### config.mk
export PLATFORM = sky130hd
export DESIGN_NAME = att_ctrl
export DESIGN_NICKNAME = d
export VERILOG_FILES = /design/src/att_pkg.sv /design/src/att_ctrl.sv
export SDC_FILE = /design/constraint.sdc
export NUM_CORES = 1
export LEC_CHECK = 0
export BUFFER_PORTS_ARGS = -buffer_cell sky130_fd_sc_hd__buf_2
export CAP_MARGIN = 10
export CORE_AREA = 10 10 47 49
export CTS_CLUSTER_SIZE = 28
export DETAILED_ROUTE_END_ITERATION = 12
export DIE_AREA = 0 0 57 59
export MAX_ROUTING_LAYER = met4
export PLACE_DENSITY = 0.33
export SETUP_SLACK_MARGIN = 0.2
export SLEW_MARGIN = 20
export SYNTH_ARGS = -nofsm -noshare
export SYNTH_HDL_FRONTEND = slang
export SYNTH_SLANG_ARGS = --single-unit
### constraint.sdc
create_clock -name clk_i -period 1.2 [get_ports clk_i]
set_input_delay 0.06 -clock clk_i [delete_from_list [all_inputs] [get_ports clk_i]]
set_output_delay 0.06 -clock clk_i [all_outputs]
set_load 0.01 [all_outputs]
### src/att_pkg.sv
package att_pkg;

  // table geometry
  localparam int unsigned ENTRIES = 64;
  localparam int unsigned IDX_W   = (ENTRIES > 1) ? $clog2(ENTRIES) : 1;
  localparam int unsigned CNT_W   = $clog2(ENTRIES + 1);

  // field widths
  localparam int unsigned ADDR_W  = 64;
  localparam int unsigned SIZE_W  = 32;
  localparam int unsigned ST_W    = 3;
  localparam int unsigned SLOT_W  = 6;
  localparam int unsigned NUM_W   = 31;
  localparam int unsigned USE_W   = 40;
  localparam int unsigned TOT_W   = 64;
  localparam int unsigned ICPT_W  = 32;

  localparam int unsigned IN_DATA_W  = ADDR_W + SIZE_W;
  localparam int unsigned OUT_DATA_W = ST_W + SLOT_W + NUM_W + USE_W + USE_W + TOT_W;

  // result status codes
  localparam logic [ST_W-1:0] ST_OK        = 3'd0;
  localparam logic [ST_W-1:0] ST_INTERCEPT = 3'd1;
  localparam logic [ST_W-1:0] ST_FULL      = 3'd2;
  localparam logic [ST_W-1:0] ST_NULL      = 3'd3;
  localparam logic [ST_W-1:0] ST_NOTFOUND  = 3'd4;

  // action codes
  localparam logic ACT_ADD     = 1'b0;
  localparam logic ACT_RELEASE = 1'b1;

  // intercept register reset: disabled
  localparam logic [ICPT_W-1:0] ICPT_RESET = '1;

  // controller to datapath
  typedef struct packed {
    logic load;
    logic scan;
    logic commit;
  } att_cmd_t;

  // datapath to controller
  typedef struct packed {
    logic scan_done;
    logic out_free;
  } att_sts_t;

endpackage

### src/att_ctrl.sv
module att_ctrl (
  input  logic              clk_i,
  input  logic              rst_ni,
  input  logic              in_valid_i,
  output logic              in_ready_o,
  input  att_pkg::att_sts_t sts_i,
  output att_pkg::att_cmd_t cmd_o
);
  import att_pkg::*;

  localparam logic [1:0] S_IDLE = 2'd0;
  localparam logic [1:0] S_SCAN = 2'd1;
  localparam logic [1:0] S_DONE = 2'd2;

  logic [1:0] state_q, state_d;

  // next state and commands
  always_comb begin
    state_d    = state_q;
    in_ready_o = 1'b0;
    cmd_o      = '0;
    unique case (state_q)
      S_IDLE: begin
        in_ready_o = 1'b1;
        if (in_valid_i) begin
          cmd_o.load = 1'b1;
          state_d    = S_SCAN;
        end
      end
      S_SCAN: begin
        cmd_o.scan = 1'b1;
        if (sts_i.scan_done) begin
          state_d = S_DONE;
        end
      end
      S_DONE: begin
        if (sts_i.out_free) begin
          cmd_o.commit = 1'b1;
          state_d      = S_IDLE;
        end
      end
      default: begin
        state_d = S_IDLE;
      end
    endcase
  end

  // state register
  always_ff @(posedge clk_i or negedge rst_ni) begin
    if (!rst_ni) begin
      state_q <= S_IDLE;
    end else begin
      state_q <= state_d;
    end
  end

endmodule

==> impl_metrics.env <==
export IMPL_status="finished clean"
export IMPL_finalCriticalPeriod_ns=1.05
export IMPL_fp_dieW_um=57
export IMPL_rsz0062_at_grt="yes"
export IMPL_power_density_nw_per_um2=2720
export IMPL_ios=9
export IMPL_htreeDepth=1
export IMPL_track_usage_pct=3.24
export IMPL_n_antenna_cell=0
export IMPL_top_register="state_q"
export IMPL_worst_r2r_path_depth=4
export IMPL_synth_area_per_cell_sq_um=10.2
export IMPL_drc_errors=0
export IMPL_viasPerCell=3.32
export IMPL_whs_path_depth=2
export IMPL_post_route_period_util_pct=87.3
export IMPL_intPower_uw=507
export IMPL_slew_viol_final=0
export IMPL_synthesis_instances=11
export IMPL_setup_tns_ns=0
export IMPL_dieArea_sq_um=3360
export IMPL_leakagePower_uw=0.000144
export IMPL_num_vias=146
export IMPL_skew_ns=0.00195
export IMPL_ys_seq_elements=2
export IMPL_wl_um=484
export IMPL_final_antenna_net_count=0
export IMPL_reg_top3="state_q x2"
export IMPL_hpwlAfterDp_um=320
export IMPL_grt_pass1_wl_um=690
export IMPL_crit_arrival_ns=0.99
export IMPL_syn_num_nets=16
export IMPL_routabilityCongestion=0.610
export IMPL_port_buffers=8
export IMPL_core_sq_um=1400
export IMPL_grt_pass1_vias=170
export IMPL_drt_pass1_iterations=2
export IMPL_p_seq_share_pct=16.7
export IMPL_tightest_slew_ns=0.162
export IMPL_hold_violations=0
export IMPL_cts_clk_slew_worst_paths_ns=0.03
export IMPL_cts_tree="built"
export IMPL_cts_sinks=2
export IMPL_root_buffer="clkbuf_4"
export IMPL_nets=35
export IMPL_clkLatencyLatePin_ns=0.23
export IMPL_largest_reg_flops=2
export IMPL_die_y_um=59
export IMPL_switching_share_pct=33.8
export IMPL_criticalPathCategory="reg -> out"
export IMPL_crit_path_start_kind="flip-flop"
export IMPL_seq_area_frac_synth_pct=44.4
export IMPL_cts_buffers=3
export IMPL_irDropWorstVdd_mv=0.576
export IMPL_ys_warn_count=0
export IMPL_clock_power_share_pct=19.5
export IMPL_max_clock_path_buffers=2
export IMPL_slew_limit_headroom_pct=89.2
export IMPL_fmax_mhz=955
export IMPL_end_kind="output port"
export IMPL_routedWlPerCell_um=11.0
export IMPL_power_frac_comb_pct=63.8
export IMPL_start_util_pct=8.04
export IMPL_p_sw_uw=258
export IMPL_critPathMaxFanout=3
export IMPL_synthesis_area_sq_um=113
export IMPL_cp_required_ns=1.14
export IMPL_drv_cap=0
export IMPL_area_growth_pct=150
export IMPL_layout_drive_gt1_share_pct=78.6
export IMPL_hold_path_class="in -> reg"
export IMPL_setup_violations=0
export IMPL_drt_initial_drc_count=1
export IMPL_num_rows=14
export IMPL_antenna_found_initial=0
export IMPL_grt_max_degree=4
export IMPL_hold_ws_ns=0.0377
export IMPL_post_synth_num_cell_types=8
export IMPL_grt_overflow=0
[path summary, 6_finish.rpt]
path / start / endpoint / slack (ns)
setup / recovery: state_q[0] / cmd_o[0] / 0.15
hold / removal: sts_i[1] / state_q[0] / 0.04
setup reg to reg: state_q[1] / state_q[1] / 0.17
hold reg to reg: state_q[1] / state_q[0] / 0.65
max in group asynchronous: rst_ni / state_q[1] / 0.93
min in group asynchronous: rst_ni / state_q[0] / 0.17
[Yosys cell counts (all sizes together)]
cell,number,area share [%]
a211oi,1,6.7
a21o,1,6.7
and2,1,5.6
dfrtp,2,44
nand2,1,3.3
nor2,3,10
nor2b,1,12
nor3b,1,11
[cells by family (layout without fill, tap and decap cells)]
| group | after synthesis | after routing | share of synthesized area [%] |
|---|---|---|---|
| flip-flops | 2 | 2 | 44.4 |
| AND/OR/NAND/NOR | 7 | 7 | 42.2 |
| buffers and inverters | 0 | 17 | 0 |
| AO/OA/AOI/OAI | 2 | 2 | 13.3 |
[power groups by stage]
stage	Combinational (uW)	Sequential (uW)	Clock, uW
after detailed placement	214	155	0
after global routing	530	130	159
after CTS	397	118	162
after floorplan	131	144	0
final	488	128	149
after global placement	208	152	0
[stage by stage]
step	power (uW)	utilization, %	cell area [sq um]	setup WS [ns]	std cells
floorplan	275	-	113	0.310	11
finish	765	20.1	282	0.153	44
CTS	677	17.8	249	0.150	44
global placement	360	12.3	173	0.340	35
detailed placement	368	12.3	173	0.312	35
global route	819	20.1	282	0.106	44
[routing by layer]
layer / GRT usage (%) / up-vias / routed length [um]
li1: - / 71 / -
met1: 3.20 / 62 / 223
met2: 2.64 / 11 / 155
met3: 3.00 / 2 / 88
met4: 5.03 / 0 / 17
met5: - / - / 0
[worst max-delay path, stage by stage, from the launching register on]
cell and delay, ns:
dfrtp_1 0.39, buf_4 0.15, nor2_2 0.09, buf_2 0.13
[area by class of cell]
type	count	area, sq um
clock buffers	3	22.5
multi-input cells	9	81.3
fillers	171	1120
flip-flops and latches	2	50.0
well taps	16	20.0
repair buffers	14	108
[cells in the final DEF (no fill, tap or decap), drive strengths merged, types with 2 or more instances in the layout]
| cell | n |
|---|---|
| buf | 13 |
| dfrtp | 2 |
| clkbuf | 3 |
| nor2 | 3 |
[repair_timing]
action / in CTS / in global routing
endpoints found under the hold margin: 2 / 0
pin swaps: 3 / 3
buffers inserted: 5 / 0
resized for setup: 1 / 8
hold buffers: 1 / 0
setup endpoints to repair: 4 / 5
Note: power is estimated with default switching activity, not from simulation.
